**src/rtl/tsw_pkg.sv**
```systemverilog
// Shared types, codes and default sizes for the trilinear stencil weight block.
package tsw_pkg;

   localparam int GRID_BITS_DEF = 10;
   localparam int FRAC_BITS_DEF = 16;
   localparam int CSR_INDEX_W   = 3;

   localparam int AXIS_Z = 0;
   localparam int AXIS_X = 1;
   localparam int AXIS_Y = 2;

   typedef enum logic [CSR_INDEX_W-1:0] {
      CSR_GRID_DEPTH,
      CSR_GRID_WIDTH,
      CSR_Z_FIRST_OK,
      CSR_Z_END_OK,
      CSR_X_FIRST_OK,
      CSR_X_END_OK,
      CSR_Y_FIRST_OK,
      CSR_Y_END_OK
   } csr_index_type;

   typedef enum logic [1:0] {
      FAULT_NONE,
      FAULT_Y,
      FAULT_X,
      FAULT_Z
   } fault_code_type;

   typedef struct packed {
      logic           fault;
      fault_code_type code;
      logic           pole;
      logic           dipole;
   } job_ctrl_type;

   typedef struct packed {
      logic           fault;
      fault_code_type code;
      logic           pole;
      logic           neg;
      logic           last;
   } corner_ctrl_type;

endpackage

```
**src/rtl/tsw_csr.sv**
```systemverilog
// Configuration registers: grid strides and per-axis cell bounds.
module tsw_csr #(
   parameter int GRID_BITS = tsw_pkg::GRID_BITS_DEF
) (
   input  logic                                  clock,
   input  logic                                  reset,
   input  logic                                  csr_wr_en,
   input  logic [tsw_pkg::CSR_INDEX_W-1:0]       csr_index,
   input  logic [GRID_BITS:0]                    csr_wdata,
   output logic [GRID_BITS:0]                    grid_depth,
   output logic [GRID_BITS:0]                    grid_width,
   output logic [2:0][GRID_BITS-1:0]             first_ok,
   output logic [2:0][GRID_BITS:0]               end_ok
);
   import tsw_pkg::*;

   localparam int CELL_W = GRID_BITS + 1;

   logic [CELL_W-1:0]         depth_ff, depth_in;
   logic [CELL_W-1:0]         width_ff, width_in;
   logic [2:0][GRID_BITS-1:0] first_ff, first_in;
   logic [2:0][CELL_W-1:0]    end_ff, end_in;

   always_comb begin
      depth_in = depth_ff;
      width_in = width_ff;
      first_in = first_ff;
      end_in   = end_ff;
      if (csr_wr_en) begin
         unique case (csr_index_type'(csr_index))
            CSR_GRID_DEPTH: depth_in = csr_wdata;
            CSR_GRID_WIDTH: width_in = csr_wdata;
            CSR_Z_FIRST_OK: first_in[AXIS_Z] = csr_wdata[GRID_BITS-1:0];
            CSR_Z_END_OK:   end_in[AXIS_Z] = csr_wdata;
            CSR_X_FIRST_OK: first_in[AXIS_X] = csr_wdata[GRID_BITS-1:0];
            CSR_X_END_OK:   end_in[AXIS_X] = csr_wdata;
            CSR_Y_FIRST_OK: first_in[AXIS_Y] = csr_wdata[GRID_BITS-1:0];
            CSR_Y_END_OK:   end_in[AXIS_Y] = csr_wdata;
            default: ;
         endcase
      end
   end

   always_ff @(posedge clock) begin
      if (reset) begin
         depth_ff <= CELL_W'(2);
         width_ff <= CELL_W'(2);
         first_ff <= '0;
         end_ff   <= {3{CELL_W'(1)}};
      end else begin
         depth_ff <= depth_in;
         width_ff <= width_in;
         first_ff <= first_in;
         end_ff   <= end_in;
      end
   end

   assign grid_depth = depth_ff;
   assign grid_width = width_ff;
   assign first_ok   = first_ff;
   assign end_ok     = end_ff;

endmodule

```
**src/rtl/tsw_front.sv**
```systemverilog
// Front end: input register, second pole position and bounds classification.
module tsw_front #(
   parameter int GRID_BITS = tsw_pkg::GRID_BITS_DEF,
   parameter int FRAC_BITS = tsw_pkg::FRAC_BITS_DEF
) (
   input  logic                                     clock,
   input  logic                                     reset,
   input  logic                                     req_push,
   output logic                                     req_full,
   input  logic [GRID_BITS+FRAC_BITS-1:0]           req_pos_z,
   input  logic [GRID_BITS+FRAC_BITS-1:0]           req_pos_x,
   input  logic [GRID_BITS+FRAC_BITS-1:0]           req_pos_y,
   input  logic                                     req_dipole_on,
   input  logic signed [GRID_BITS+FRAC_BITS-1:0]    req_shift_z,
   input  logic signed [GRID_BITS+FRAC_BITS-1:0]    req_shift_x,
   input  logic signed [GRID_BITS+FRAC_BITS-1:0]    req_shift_y,
   input  logic [2:0][GRID_BITS-1:0]                first_ok,
   input  logic [2:0][GRID_BITS:0]                  end_ok,
   output logic                                     job_push,
   input  logic                                     job_full,
   output tsw_pkg::job_ctrl_type                    job_ctrl,
   output logic [1:0][2:0][GRID_BITS:0]             job_cell,
   output logic [1:0][2:0][FRAC_BITS-1:0]           job_frac
);
   import tsw_pkg::*;

   localparam int POS_W  = GRID_BITS + FRAC_BITS;
   localparam int CELL_W = GRID_BITS + 1;
   localparam int SUM_W  = POS_W + 2;

   logic                  valid_ff, valid_in;
   logic [2:0][POS_W-1:0] pos_ff;
   logic [2:0][POS_W-1:0] shift_ff;
   logic                  dipole_ff;
   logic                  accept;

   logic [1:0][2:0][SUM_W-1:0] sum;
   logic [1:0][2:0]            bad;
   fault_code_type [1:0]       pole_code;

   assign accept   = req_push && !req_full;
   assign req_full = valid_ff && job_full;
   assign job_push = valid_ff && !job_full;

   always_comb begin
      valid_in = valid_ff;
      if (accept) begin
         valid_in = 1'b1;
      end else if (job_push) begin
         valid_in = 1'b0;
      end
   end

   always_ff @(posedge clock) begin
      if (reset) begin
         valid_ff <= 1'b0;
      end else begin
         valid_ff <= valid_in;
      end
   end

   always_ff @(posedge clock) begin
      if (accept) begin
         pos_ff[AXIS_Z]   <= req_pos_z;
         pos_ff[AXIS_X]   <= req_pos_x;
         pos_ff[AXIS_Y]   <= req_pos_y;
         shift_ff[AXIS_Z] <= req_shift_z;
         shift_ff[AXIS_X] <= req_shift_x;
         shift_ff[AXIS_Y] <= req_shift_y;
         dipole_ff        <= req_dipole_on;
      end
   end

   always_comb begin
      logic [CELL_W:0] cell_inc;
      for (int a = 0; a < 3; a++) begin
         sum[0][a] = {2'b00, pos_ff[a]};
         sum[1][a] = {2'b00, pos_ff[a]} + {{2{shift_ff[a][POS_W-1]}}, shift_ff[a]};
      end
      for (int p = 0; p < 2; p++) begin
         for (int a = 0; a < 3; a++) begin
            job_cell[p][a] = sum[p][a][POS_W:FRAC_BITS];
            job_frac[p][a] = sum[p][a][FRAC_BITS-1:0];
            cell_inc       = {1'b0, job_cell[p][a]} + (CELL_W+1)'(1);
            bad[p][a]      = sum[p][a][SUM_W-1]
                          || (job_cell[p][a] < {1'b0, first_ok[a]})
                          || (cell_inc >= {1'b0, end_ok[a]});
         end
         if (bad[p][AXIS_Y]) begin
            pole_code[p] = FAULT_Y;
         end else if (bad[p][AXIS_X]) begin
            pole_code[p] = FAULT_X;
         end else if (bad[p][AXIS_Z]) begin
            pole_code[p] = FAULT_Z;
         end else begin
            pole_code[p] = FAULT_NONE;
         end
      end
   end

   always_comb begin
      job_ctrl.dipole = dipole_ff;
      if (pole_code[0] != FAULT_NONE) begin
         job_ctrl.fault = 1'b1;
         job_ctrl.code  = pole_code[0];
         job_ctrl.pole  = 1'b0;
      end else if (dipole_ff && pole_code[1] != FAULT_NONE) begin
         job_ctrl.fault = 1'b1;
         job_ctrl.code  = pole_code[1];
         job_ctrl.pole  = 1'b1;
      end else begin
         job_ctrl.fault = 1'b0;
         job_ctrl.code  = FAULT_NONE;
         job_ctrl.pole  = 1'b0;
      end
   end

endmodule

```
**src/rtl/tsw_job_fifo.sv**
```systemverilog
// Two-entry queue of classified jobs between the front and back ends.
module tsw_job_fifo #(
   parameter int WIDTH = 8
) (
   input  logic             clock,
   input  logic             reset,
   input  logic             push,
   output logic             full,
   input  logic [WIDTH-1:0] wdata,
   input  logic             pop,
   output logic             valid,
   output logic [WIDTH-1:0] rdata
);

   logic [WIDTH-1:0] slot_ff [2];
   logic             wr_ptr_ff, wr_ptr_in;
   logic             rd_ptr_ff, rd_ptr_in;
   logic [1:0]       count_ff, count_in;
   logic             do_push;
   logic             do_pop;

   assign full    = (count_ff == 2'd2);
   assign valid   = (count_ff != 2'd0);
   assign do_push = push && !full;
   assign do_pop  = pop && valid;
   assign rdata   = slot_ff[rd_ptr_ff];

   always_comb begin
      wr_ptr_in = wr_ptr_ff ^ do_push;
      rd_ptr_in = rd_ptr_ff ^ do_pop;
      count_in  = count_ff + 2'(do_push) - 2'(do_pop);
   end

   always_ff @(posedge clock) begin
      if (reset) begin
         wr_ptr_ff <= 1'b0;
         rd_ptr_ff <= 1'b0;
         count_ff  <= 2'd0;
      end else begin
         wr_ptr_ff <= wr_ptr_in;
         rd_ptr_ff <= rd_ptr_in;
         count_ff  <= count_in;
      end
   end

   always_ff @(posedge clock) begin
      if (do_push) begin
         slot_ff[wr_ptr_ff] <= wdata;
      end
   end

endmodule

```
**src/rtl/tsw_back.sv**
```systemverilog
// Back end: corner sequencer and the index and weight pipeline to the output.
module tsw_back #(
   parameter int GRID_BITS = tsw_pkg::GRID_BITS_DEF,
   parameter int FRAC_BITS = tsw_pkg::FRAC_BITS_DEF
) (
   input  logic                                  clock,
   input  logic                                  reset,
   input  logic                                  job_valid,
   output logic                                  job_pop,
   input  tsw_pkg::job_ctrl_type                 job_ctrl,
   input  logic [1:0][2:0][GRID_BITS:0]          job_cell,
   input  logic [1:0][2:0][FRAC_BITS-1:0]        job_frac,
   input  logic [GRID_BITS:0]                    grid_depth,
   input  logic [GRID_BITS:0]                    grid_width,
   output logic                                  rsp_empty,
   input  logic                                  rsp_pop,
   output logic [3*GRID_BITS-1:0]                rsp_point_index,
   output logic signed [FRAC_BITS+1:0]           rsp_corner_weight,
   output logic [1:0]                            rsp_fault_code,
   output logic                                  rsp_fault_pole,
   output logic                                  rsp_last_of_run
);
   import tsw_pkg::*;

   localparam int CELL_W = GRID_BITS + 1;
   localparam int IDX_W  = 3 * GRID_BITS;
   localparam int W_W    = FRAC_BITS + 1;
   localparam int AB_W   = 2 * W_W;
   localparam int ABC_W  = 3 * W_W;

   logic [2*CELL_W-1:0] nzx_ff, nzx_in;
   logic [3:0]          k_ff, k_in;
   logic                adv;
   logic                issue;
   logic                last_corner;

   corner_ctrl_type           sel_ctrl;
   logic [2:0][W_W-1:0]       sel_w;
   logic [2:0][CELL_W-1:0]    sel_cell;

   logic                      s0_valid_ff;
   corner_ctrl_type           s0_ctrl_ff;
   logic [2:0][W_W-1:0]       s0_w_ff;
   logic [2:0][CELL_W-1:0]    s0_cell_ff;

   logic                      s1_valid_ff;
   corner_ctrl_type           s1_ctrl_ff;
   logic [AB_W-1:0]           s1_wab_ff, s1_wab_in;
   logic [W_W-1:0]            s1_wc_ff;
   logic [IDX_W-1:0]          s1_py_ff, s1_py_in;
   logic [2*CELL_W-1:0]       s1_px_ff, s1_px_in;
   logic [CELL_W-1:0]         s1_cz_ff;

   logic                      s2_valid_ff;
   corner_ctrl_type           s2_ctrl_ff;
   logic [W_W-1:0]            s2_wgt_ff, s2_wgt_in;
   logic [IDX_W-1:0]          s2_idx_ff, s2_idx_in;

   logic                      s3_valid_ff;
   corner_ctrl_type           s3_ctrl_ff;
   logic [IDX_W-1:0]          s3_idx_ff, s3_idx_in;
   logic [W_W:0]              s3_wgt_ff, s3_wgt_in;

   assign nzx_in = (2*CELL_W)'(grid_depth) * (2*CELL_W)'(grid_width);

   assign adv         = !s3_valid_ff || rsp_pop;
   assign issue       = adv && job_valid;
   assign last_corner = job_ctrl.fault || (k_ff == 4'd15)
                     || ((k_ff == 4'd7) && !job_ctrl.dipole);
   assign job_pop     = issue && last_corner;

   always_comb begin
      k_in = k_ff;
      if (issue) begin
         k_in = last_corner ? 4'd0 : k_ff + 4'd1;
      end
   end

   always_comb begin
      logic [W_W-1:0] frac_ext;
      for (int a = 0; a < 3; a++) begin
         frac_ext    = {1'b0, job_frac[k_ff[3]][a]};
         sel_w[a]    = k_ff[a] ? frac_ext : {1'b1, {FRAC_BITS{1'b0}}} - frac_ext;
         sel_cell[a] = job_cell[k_ff[3]][a] + CELL_W'(k_ff[a]);
      end
      sel_ctrl.fault = job_ctrl.fault;
      sel_ctrl.code  = job_ctrl.code;
      sel_ctrl.pole  = job_ctrl.fault ? job_ctrl.pole : 1'b0;
      sel_ctrl.neg   = k_ff[3];
      sel_ctrl.last  = last_corner;
   end

   always_comb begin
      logic [3*CELL_W-1:0] py_full;
      logic [ABC_W-1:0]    abc;
      s1_wab_in = AB_W'(s0_w_ff[AXIS_Z]) * AB_W'(s0_w_ff[AXIS_X]);
      py_full   = (3*CELL_W)'(s0_cell_ff[AXIS_Y]) * (3*CELL_W)'(nzx_ff);
      s1_py_in  = py_full[IDX_W-1:0];
      s1_px_in  = (2*CELL_W)'(s0_cell_ff[AXIS_X]) * (2*CELL_W)'(grid_depth);
      abc       = ABC_W'(s1_wab_ff) * ABC_W'(s1_wc_ff);
      s2_wgt_in = abc[3*FRAC_BITS:2*FRAC_BITS];
      s2_idx_in = s1_py_ff + IDX_W'(s1_px_ff) + IDX_W'(s1_cz_ff);
      if (s2_ctrl_ff.fault) begin
         s3_idx_in = '0;
         s3_wgt_in = '0;
      end else begin
         s3_idx_in = s2_idx_ff;
         s3_wgt_in = s2_ctrl_ff.neg ? (W_W+1)'(0) - {1'b0, s2_wgt_ff} : {1'b0, s2_wgt_ff};
      end
   end

   always_ff @(posedge clock) begin
      if (reset) begin
         nzx_ff      <= '0;
         k_ff        <= 4'd0;
         s0_valid_ff <= 1'b0;
         s1_valid_ff <= 1'b0;
         s2_valid_ff <= 1'b0;
         s3_valid_ff <= 1'b0;
      end else begin
         nzx_ff <= nzx_in;
         k_ff   <= k_in;
         if (adv) begin
            s0_valid_ff <= issue;
            s1_valid_ff <= s0_valid_ff;
            s2_valid_ff <= s1_valid_ff;
            s3_valid_ff <= s2_valid_ff;
         end
      end
   end

   always_ff @(posedge clock) begin
      if (adv) begin
         s0_ctrl_ff <= sel_ctrl;
         s0_w_ff    <= sel_w;
         s0_cell_ff <= sel_cell;
         s1_ctrl_ff <= s0_ctrl_ff;
         s1_wab_ff  <= s1_wab_in;
         s1_wc_ff   <= s0_w_ff[AXIS_Y];
         s1_py_ff   <= s1_py_in;
         s1_px_ff   <= s1_px_in;
         s1_cz_ff   <= s0_cell_ff[AXIS_Z];
         s2_ctrl_ff <= s1_ctrl_ff;
         s2_wgt_ff  <= s2_wgt_in;
         s2_idx_ff  <= s2_idx_in;
         s3_ctrl_ff <= s2_ctrl_ff;
         s3_idx_ff  <= s3_idx_in;
         s3_wgt_ff  <= s3_wgt_in;
      end
   end

   assign rsp_empty         = !s3_valid_ff;
   assign rsp_point_index   = s3_idx_ff;
   assign rsp_corner_weight = signed'(s3_wgt_ff);
   assign rsp_fault_code    = s3_ctrl_ff.code;
   assign rsp_fault_pole    = s3_ctrl_ff.pole;
   assign rsp_last_of_run   = s3_ctrl_ff.last;

   a_pop_needs_job: assert property (@(posedge clock) disable iff (reset)
      job_pop |-> job_valid)
      else $error("job popped from an empty queue");

   a_fault_first_corner: assert property (@(posedge clock) disable iff (reset)
      (issue && job_ctrl.fault) |-> (k_ff == 4'd0))
      else $error("fault beat issued after corners of the same job");

   a_second_pole_dipole: assert property (@(posedge clock) disable iff (reset)
      (job_valid && k_ff[3]) |-> job_ctrl.dipole)
      else $error("second pole corners for a job without dipole");

   a_stall_holds_seq: assert property (@(posedge clock) disable iff (reset)
      !adv |=> (k_ff == $past(k_ff)))
      else $error("corner sequencer moved during an output stall");

endmodule

```
**src/rtl/trilinear_stencil_weights.sv**
```systemverilog
// Top level of the trilinear stencil weight generator.
//
// Input beats arrive on the req_ queue port (push/full) and carry one
// device position plus an optional second pole offset. Each beat yields
// 8 corner beats, 16 when the second pole is on, or a single fault beat
// when a pole lies outside the configured bounds. Result beats leave on
// the rsp_ queue port (empty/pop); rsp_last_of_run marks the final beat.
// A result passes the front input register, the job queue and the back
// stages s0 to s3. The corner sequencer issues one result per cycle while
// the receiver does not stall, and beats follow each other without gaps;
// a two-entry job queue lets the front accept the next position while
// the back still emits corners.
// When the receiver stalls, the whole back pipeline holds, the job queue
// fills and full rises. Reset empties all stages and loads the defaults:
// depth 2, width 2, first bounds 0, end bounds 1. Registers are written
// through csr_ one per cycle; the user must write only while idle (unchecked).
module trilinear_stencil_weights #(
   parameter int GRID_BITS = tsw_pkg::GRID_BITS_DEF,
   parameter int FRAC_BITS = tsw_pkg::FRAC_BITS_DEF
) (
   input  logic                                  clock,
   input  logic                                  reset,
   input  logic                                  csr_wr_en,
   input  logic [tsw_pkg::CSR_INDEX_W-1:0]       csr_index,
   input  logic [GRID_BITS:0]                    csr_wdata,
   input  logic                                  push,
   output logic                                  full,
   input  logic [GRID_BITS+FRAC_BITS-1:0]        req_pos_z,
   input  logic [GRID_BITS+FRAC_BITS-1:0]        req_pos_x,
   input  logic [GRID_BITS+FRAC_BITS-1:0]        req_pos_y,
   input  logic                                  req_dipole_on,
   input  logic signed [GRID_BITS+FRAC_BITS-1:0] req_shift_z,
   input  logic signed [GRID_BITS+FRAC_BITS-1:0] req_shift_x,
   input  logic signed [GRID_BITS+FRAC_BITS-1:0] req_shift_y,
   output logic                                  empty,
   input  logic                                  pop,
   output logic [3*GRID_BITS-1:0]                rsp_point_index,
   output logic signed [FRAC_BITS+1:0]           rsp_corner_weight,
   output logic [1:0]                            rsp_fault_code,
   output logic                                  rsp_fault_pole,
   output logic                                  rsp_last_of_run
);
   import tsw_pkg::*;

   localparam int CELL_W = GRID_BITS + 1;
   localparam int JOB_W  = $bits(job_ctrl_type) + 6 * CELL_W + 6 * FRAC_BITS;

   logic [CELL_W-1:0]             grid_depth;
   logic [CELL_W-1:0]             grid_width;
   logic [2:0][GRID_BITS-1:0]     first_ok;
   logic [2:0][CELL_W-1:0]        end_ok;

   logic                          job_push;
   logic                          job_full;
   job_ctrl_type                  push_ctrl;
   logic [1:0][2:0][CELL_W-1:0]   push_cell;
   logic [1:0][2:0][FRAC_BITS-1:0] push_frac;

   logic                          job_valid;
   logic                          job_pop;
   job_ctrl_type                  head_ctrl;
   logic [1:0][2:0][CELL_W-1:0]   head_cell;
   logic [1:0][2:0][FRAC_BITS-1:0] head_frac;
   logic [JOB_W-1:0]              fifo_wdata;
   logic [JOB_W-1:0]              fifo_rdata;

   tsw_csr #(
      .GRID_BITS (GRID_BITS)
   ) u_csr (
      .clock      (clock),
      .reset      (reset),
      .csr_wr_en  (csr_wr_en),
      .csr_index  (csr_index),
      .csr_wdata  (csr_wdata),
      .grid_depth (grid_depth),
      .grid_width (grid_width),
      .first_ok   (first_ok),
      .end_ok     (end_ok)
   );

   tsw_front #(
      .GRID_BITS (GRID_BITS),
      .FRAC_BITS (FRAC_BITS)
   ) u_front (
      .clock         (clock),
      .reset         (reset),
      .req_push      (push),
      .req_full      (full),
      .req_pos_z     (req_pos_z),
      .req_pos_x     (req_pos_x),
      .req_pos_y     (req_pos_y),
      .req_dipole_on (req_dipole_on),
      .req_shift_z   (req_shift_z),
      .req_shift_x   (req_shift_x),
      .req_shift_y   (req_shift_y),
      .first_ok      (first_ok),
      .end_ok        (end_ok),
      .job_push      (job_push),
      .job_full      (job_full),
      .job_ctrl      (push_ctrl),
      .job_cell      (push_cell),
      .job_frac      (push_frac)
   );

   assign fifo_wdata = {push_ctrl, push_cell, push_frac};
   assign {head_ctrl, head_cell, head_frac} = fifo_rdata;

   tsw_job_fifo #(
      .WIDTH (JOB_W)
   ) u_job_fifo (
      .clock (clock),
      .reset (reset),
      .push  (job_push),
      .full  (job_full),
      .wdata (fifo_wdata),
      .pop   (job_pop),
      .valid (job_valid),
      .rdata (fifo_rdata)
   );

   tsw_back #(
      .GRID_BITS (GRID_BITS),
      .FRAC_BITS (FRAC_BITS)
   ) u_back (
      .clock             (clock),
      .reset             (reset),
      .job_valid         (job_valid),
      .job_pop           (job_pop),
      .job_ctrl          (head_ctrl),
      .job_cell          (head_cell),
      .job_frac          (head_frac),
      .grid_depth        (grid_depth),
      .grid_width        (grid_width),
      .rsp_empty         (empty),
      .rsp_pop           (pop),
      .rsp_point_index   (rsp_point_index),
      .rsp_corner_weight (rsp_corner_weight),
      .rsp_fault_code    (rsp_fault_code),
      .rsp_fault_pole    (rsp_fault_pole),
      .rsp_last_of_run   (rsp_last_of_run)
   );

endmodule
```
**config.mk**
```make
export PLATFORM = sky130hd
export DESIGN_NAME = trilinear_stencil_weights
export DESIGN_NICKNAME = d
export VERILOG_FILES = /design/src/rtl/tsw_pkg.sv /design/src/rtl/tsw_csr.sv /design/src/rtl/tsw_front.sv /design/src/rtl/tsw_job_fifo.sv /design/src/rtl/tsw_back.sv /design/src/rtl/trilinear_stencil_weights.sv
export SDC_FILE = /design/constraint.sdc
export NUM_CORES = 2
export LEC_CHECK = 0
export ABC_CLOCK_PERIOD_IN_PS = 18650
export BUFFER_PORTS_ARGS = -buffer_cell sky130_fd_sc_hd__buf_2
export CORE_MARGIN = 3
export CORE_UTILIZATION = 35
export DETAILED_ROUTE_END_ITERATION = 16
export HOLD_SLACK_MARGIN = 0.02
export PLACE_DENSITY = 0.49
export SYNTH_ARGS = -nofsm -noshare
export SYNTH_HDL_FRONTEND = slang
export SYNTH_SLANG_ARGS = --single-unit
```
**constraint.sdc**
```tcl
create_clock -name clock -period 18.65 [get_ports clock]
set_input_delay 3.73 -clock clock [delete_from_list [all_inputs] [get_ports clock]]
set_output_delay 3.73 -clock clock [all_outputs]
set_load 0.02 [all_outputs]
```
After elaboration in Yosys (flattened, before gate mapping)
Memories as Yosys holds them, arrays and structs flattened. A register that Yosys moved wholly into a read port is not among the register bits.
Index checks and enable logic that the tools add are counted.
Widths: inputs -> output; s select.
Word-level totals
  word-level logic and storage cells: 176
  register bits after elaboration: 592
  output and inout bits: 54
  input bits: 176
  memories kept: 1
  bits in writable memories: 328
Cells by class
  muxes and demuxes: 22
  add/subtract/negate cells: 21
  bitwise operators: 3
  $mul: 5
  order comparisons: 13
  equality and inequality tests: 10
  reduce and logical (&&, ||, !) cells: 39
Memories
  u_job_fifo.slot_ff: depth 2, bits a word 164, read ports 1, clocked after memory_dff 1, write ports 1, line tsw_job_fifo.sv:15  | logic [WIDTH-1:0] slot_ff [2];
Operators with widths (count)
  $mux 48: 2
  $add 27x26->28: 3
  $ge 12x11->1: 6
  $mux 33: 2
  $sub 17x16->17 const A: 3
  $mul 34x17->49: 1
  $mux 16: 3
  $mul 11x11->22: 2
  $add 11x1->12 const B: 3
  $mul 17x17->34: 1
  $add 10x1->11 const B: 3
  $add 11x1->11: 3
  $lt 11x10->1: 3
  $add 30x11->30: 1
  $add 30x22->30: 1
  $lt 10x10->1: 3
  $mul 11x22->30: 1
  $sub 1x17->18 const A: 1
  $mux 17: 1
  $reduce_and 2->1: 8
  $eq 3x3->1 const B: 4
  $logic_or 1x1->1: 12
  $mux 2: 6
  $mux 4: 3
  other kinds (17): 37

Depth between registers and ports, before layout
  depth after elaboration: 11
  depth in mapped cells: 26
  gate-level depth less buffers: 25

By module
Synthesis repeated with hierarchy kept, for this count alone.
Second synthesis, totals
  cells, all modules: 8027
  area, all modules: 85630.9 sq um
By module, submodules not included
  tsw_back: cells each 5852, area each 56255.2 sq um, times used 1
  tsw_front: cells each 1321, area each 13267.7 sq um, times used 1
  tsw_job_fifo: cells each 543, area each 12700.9 sq um, times used 1
  tsw_csr: cells each 311, area each 3407.0 sq um, times used 1

Worst setup path before layout
No wires, ideal clock.
  kind: in2reg
  from: in push
  to: reg u_front.dipole_ff, enable pin
  path slack: 7442 ps
  stages on the path: 1
  data arrival time: 10517 ps
  path buffers: 0
  data required time: 17959 ps
  cell sequence: nor2b_1
On the way
  word-level cells in the longest chain between the ends: 1
Ends and longest elaborated chain
  from (decl): line trilinear_stencil_weights.sv:26  | input logic push,
  $logic_and 1x1->1: line tsw_front.sv:41  | assign accept = req_push && !req_full;
  to (signal assigned): line tsw_front.sv:70  | dipole_ff <= req_dipole_on;
  to (decl): line tsw_front.sv:34  | logic dipole_ff;
Every way passes these cells.
A chain may end at the register's enable or synchronous reset.

Worst setup path in the final report
  from: reg u_back.s1_wc_ff[10]
  to: reg u_back.s2_wgt_ff[16] (data pin)
On the way
  word-level cells in the longest chain between the ends: 1
Ends and longest elaborated chain
  from (decl): line tsw_back.sv:49  | logic [W_W-1:0] s1_wc_ff;
  from (signal assigned): line tsw_back.sv:139  | s1_wc_ff <= s0_w_ff[AXIS_Y];
  $mul 34x17->49: line tsw_back.sv:100  | abc = ABC_W'(s1_wab_ff) * ABC_W'(s1_wc_ff);
  net u_back.s2_wgt_in[16]: line tsw_back.sv:56  | logic [W_W-1:0] s2_wgt_ff, s2_wgt_in;
  to (signal assigned): line tsw_back.sv:144  | s2_wgt_ff <= s2_wgt_in;
  to (decl): line tsw_back.sv:56
The timed path passes the listed nets, and every way through them passes these cells.

==> results.sh <==
export IMPL_num_vias=53700
export IMPL_yosysUniqueCellTypes=79
export IMPL_slew_headroom=0.204
export IMPL_cp_end_kind="flop"
export IMPL_finalNonFillerCells=11100
export IMPL_syn_area_per_cell_sq_um=10.6
export IMPL_cp_start_kind="flop"
export IMPL_status="complete, no violations"
export IMPL_synth_edf_count=800
export IMPL_die_area_sq_um=241000
export IMPL_gr_total_overflow=0
export IMPL_route_met2_wl_microns=101000
export IMPL_root_buffer="clkbuf_16"
export IMPL_cts_buffer_depth=3
export IMPL_yosysTopAreaCell="edfxtp_1"
export IMPL_worstMarginPinSlew_ns=1.19
export IMPL_wl_met1_microns=96500
export IMPL_numCtsBuffers=106
export IMPL_antenna_left=0
export IMPL_final_period_utilization=0.417
export IMPL_num_rows=177
export IMPL_core_area_sq_um=233000
export IMPL_path_max_fanout=18
export IMPL_hold_class="flop to flop"
export IMPL_clk_pin_slew_ns=0.06
export IMPL_critPathKind="flop to flop"
export IMPL_clock_sinks=920
export IMPL_h_tree_depth=3
export IMPL_drc=0
export IMPL_synth_area_top_cells="edfxtp_1, fa_1, ha_1"
export IMPL_synthArstFlopShare=0
export IMPL_syn_to_final_growth_pct=9.69
export IMPL_syn_num_nets=9609
export IMPL_drv_cap=0
export IMPL_top_layer_used="met5"
export IMPL_dpl_hpwl_microns=163000
export IMPL_die_h_microns=491
export IMPL_fin_crit_ns=7.78
export IMPL_hold_viol=0
export IMPL_holdPathStages=0
export IMPL_fmax_ghz=0.129
export IMPL_setup_tns_ns=0
export IMPL_antenna_found_initial=19
export IMPL_drt_iter0_drc=2984
export IMPL_port_buffers=229
export IMPL_hold_buffers=0
export IMPL_grt_util_all_layers=0.176
export IMPL_r2r_cells=23
export IMPL_synth_seq_area_share=0.321
export IMPL_wl_per_cell_microns=19.2
export IMPL_placed_cells=10800
export IMPL_cp_required_ns=19.15
export IMPL_ys_ff_latch=920
export IMPL_drive_above_1_share=0.0738
export IMPL_grt_max_degree=146
export IMPL_clock_latency_ns=0.77
export IMPL_via_per_inst=4.86
export IMPL_synth_main_ff_cell="edfxtp_1"
export IMPL_drtPass1Iterations=6
export IMPL_dieWidth_microns=491
export IMPL_cts_tree="built"
export IMPL_synth_area_sq_um=82300
export IMPL_postCtsSetupBuffers=0
export IMPL_fin_worst_skew_ns=0.0619
export IMPL_syn_instance_count=7729
export IMPL_setup_violations_final=0
export IMPL_rsz0062_at_grt="false"
export IMPL_cts_resized=0
export IMPL_grt_pass1_wl_microns=332000
export IMPL_yosysWarningCount=0
export IMPL_nets=9704
export IMPL_maxSlewViolCount=0
export IMPL_initial_core_util=0.353
export IMPL_crit_arrival_ns=8.28
export IMPL_wl_met3_microns=9560
export IMPL_routed_wl_microns=213000
export IMPL_synth_top_cell_area_share=0.292
export IMPL_ios=230
export IMPL_gp_congestion=0.862
export IMPL_grt_pass1_vias=56700
final timing paths:
path                                           start              endpoint  slack (ns)
worst min register to register  u_back.s0_ctrl_ff[3]  u_back.s1_ctrl_ff[3]        0.40
worst max-delay path             u_back.s1_wc_ff[10]  u_back.s2_wgt_ff[16]       10.87
worst max register to register   u_back.s1_wc_ff[10]  u_back.s2_wgt_ff[16]       10.87
worst min-delay path            u_back.s0_ctrl_ff[3]  u_back.s1_ctrl_ff[3]        0.40
cells by family (layout without fill, tap and decap cells):
logic type | Yosys count | in the layout | synth area share
buffers and inverters | 1635 | 1823 | 0.0750
other | 0 | 3 | 0
adder cells (fa/ha/maj) | 1704 | 1704 | 0.355
AO/OA/AOI/OAI | 734 | 734 | 0.0577
XOR/XNOR | 346 | 346 | 0.0368
AND/OR/NAND/NOR | 2295 | 2295 | 0.130
flip-flops | 920 | 920 | 0.321
multiplexers | 95 | 95 | 0.0236
worst max-delay path, stage by stage (launching register included):
cell,delay [ns]
edfxtp_1,0.86
buf_4,0.39
nand2_1,0.11
fa_1,0.53
inv_1,0.06
fa_1,0.48
fa_1,0.57
fa_1,0.43
fa_1,0.50
inv_1,0.05
fa_1,0.48
inv_1,0.04
ha_1,0.29
a21o_1,0.16
a211oi_1,0.34
o211ai_1,0.15
a41o_1,0.22
a21oi_1,0.38
a211oi_1,0.24
o41ai_2,0.56
o2111a_1,0.30
o31ai_1,0.10
a21oi_1,0.19
xnor2_1,0.08
sequential cells by signal, summed over array words and instances, names as in the netlist, 18 cells and up:
name                      cells
u_back.nzx_ff                22
u_back.rsp_corner_weight     18
u_back.rsp_point_index       30
u_back.s0_cell_ff            33
u_back.s0_w_ff               51
u_back.s1_px_ff              22
u_back.s1_py_ff              30
u_back.s1_wab_ff             34
u_back.s2_idx_ff             30
u_csr.end_ok                 33
u_csr.first_ok               30
u_front.job_cell             30
u_front.job_frac             48
u_front.shift_ff             78
u_job_fifo.slot_ff          328
cell usage after synthesis, types with 6 or more instances:
library cell and count:
o211ai_1 23, a221oi_1 6, and3_1 41, or3_1 12, xnor2_1 206, a21oi_1 272, edfxtp_1 800, a31oi_1 22
o21ai_0 95, a2111oi_0 7, nand3_1 86, nor2_1 235, mux4_2 78, a21boi_0 12, fa_1 1052, o31ai_1 15
nor3_1 58, and2_1 509, nand3b_1 7, nor2b_1 68, o221ai_1 7, o21a_1 38, o21bai_1 22, clkbuf_2 12
or2_2 12, nor4_1 6, buf_2 13, xor2_1 140, a31o_2 7, a211oi_1 22, dfxtp_1 120, nand4_1 21
inv_1 1327, mux2i_1 7, a21o_1 126, ha_1 652, nand2b_1 52, mux2_2 9, nand2_1 1167, clkbuf_1 277
routing by layer:
metal,global-route usage,vias to the layer above
li1,-,25000
met1,0.244,27300
met2,0.292,1180
met3,0.0217,261
met4,0.0489,6
met5,0,-
final cells by class:
class                      count  area, sq um
fill                       22900       143000
clock buffer                 126         2730
multi-input combinational   5174        49700
clock inverter                75          801
timing repair buffer         295         1660
antenna                        3         7.51
inverter                    1327         4990
tap                         3132         3920
sequential                   920        26400
layout by cell type, fill, tap and decap left out, drive strengths merged, types with 12 or more instances in the layout:
master | Yosys | routed
mux4 | 78 | 78
and3 | 41 | 41
clkbuf | 289 | 126
a21boi | 12 | 12
a21o | 126 | 126
inv | 1327 | 1341
dfxtp | 120 | 120
a31oi | 22 | 22
o21bai | 22 | 22
edfxtp | 800 | 800
and2 | 509 | 509
nand3 | 87 | 87
buf | 19 | 295
nand4 | 21 | 21
nand2 | 1167 | 1167
nor3 | 59 | 59
fa | 1052 | 1052
xnor2 | 206 | 206
or3 | 12 | 12
o21ai | 97 | 97
o211ai | 25 | 25
a21oi | 272 | 272
nor2 | 235 | 235
xor2 | 140 | 140
o31ai | 15 | 15
nor2b | 68 | 68
clkinv | 0 | 46
a211oi | 22 | 22
ha | 652 | 652
nand2b | 52 | 52
o21a | 38 | 38
or2 | 13 | 13
per-stage QoR:
step	utilization	hold WS [ns]	area, sq um	setup WS (ns)
6_report	0.387	0.401	90200	10.87
5_1_grt	0.387	0.409	90200	10.31
4_1_cts	0.387	0.393	90200	10.75
3_5_place_dp	0.372	0.406	86700	10.78
3_3_place_gp	0.372	0.404	86700	10.93
2_1_floorplan	-	0.400	82300	7.44
Power is left out: the tool's default activity adds up to more than one toggle a clock period on the data nets, which glitch-free logic cannot reach.
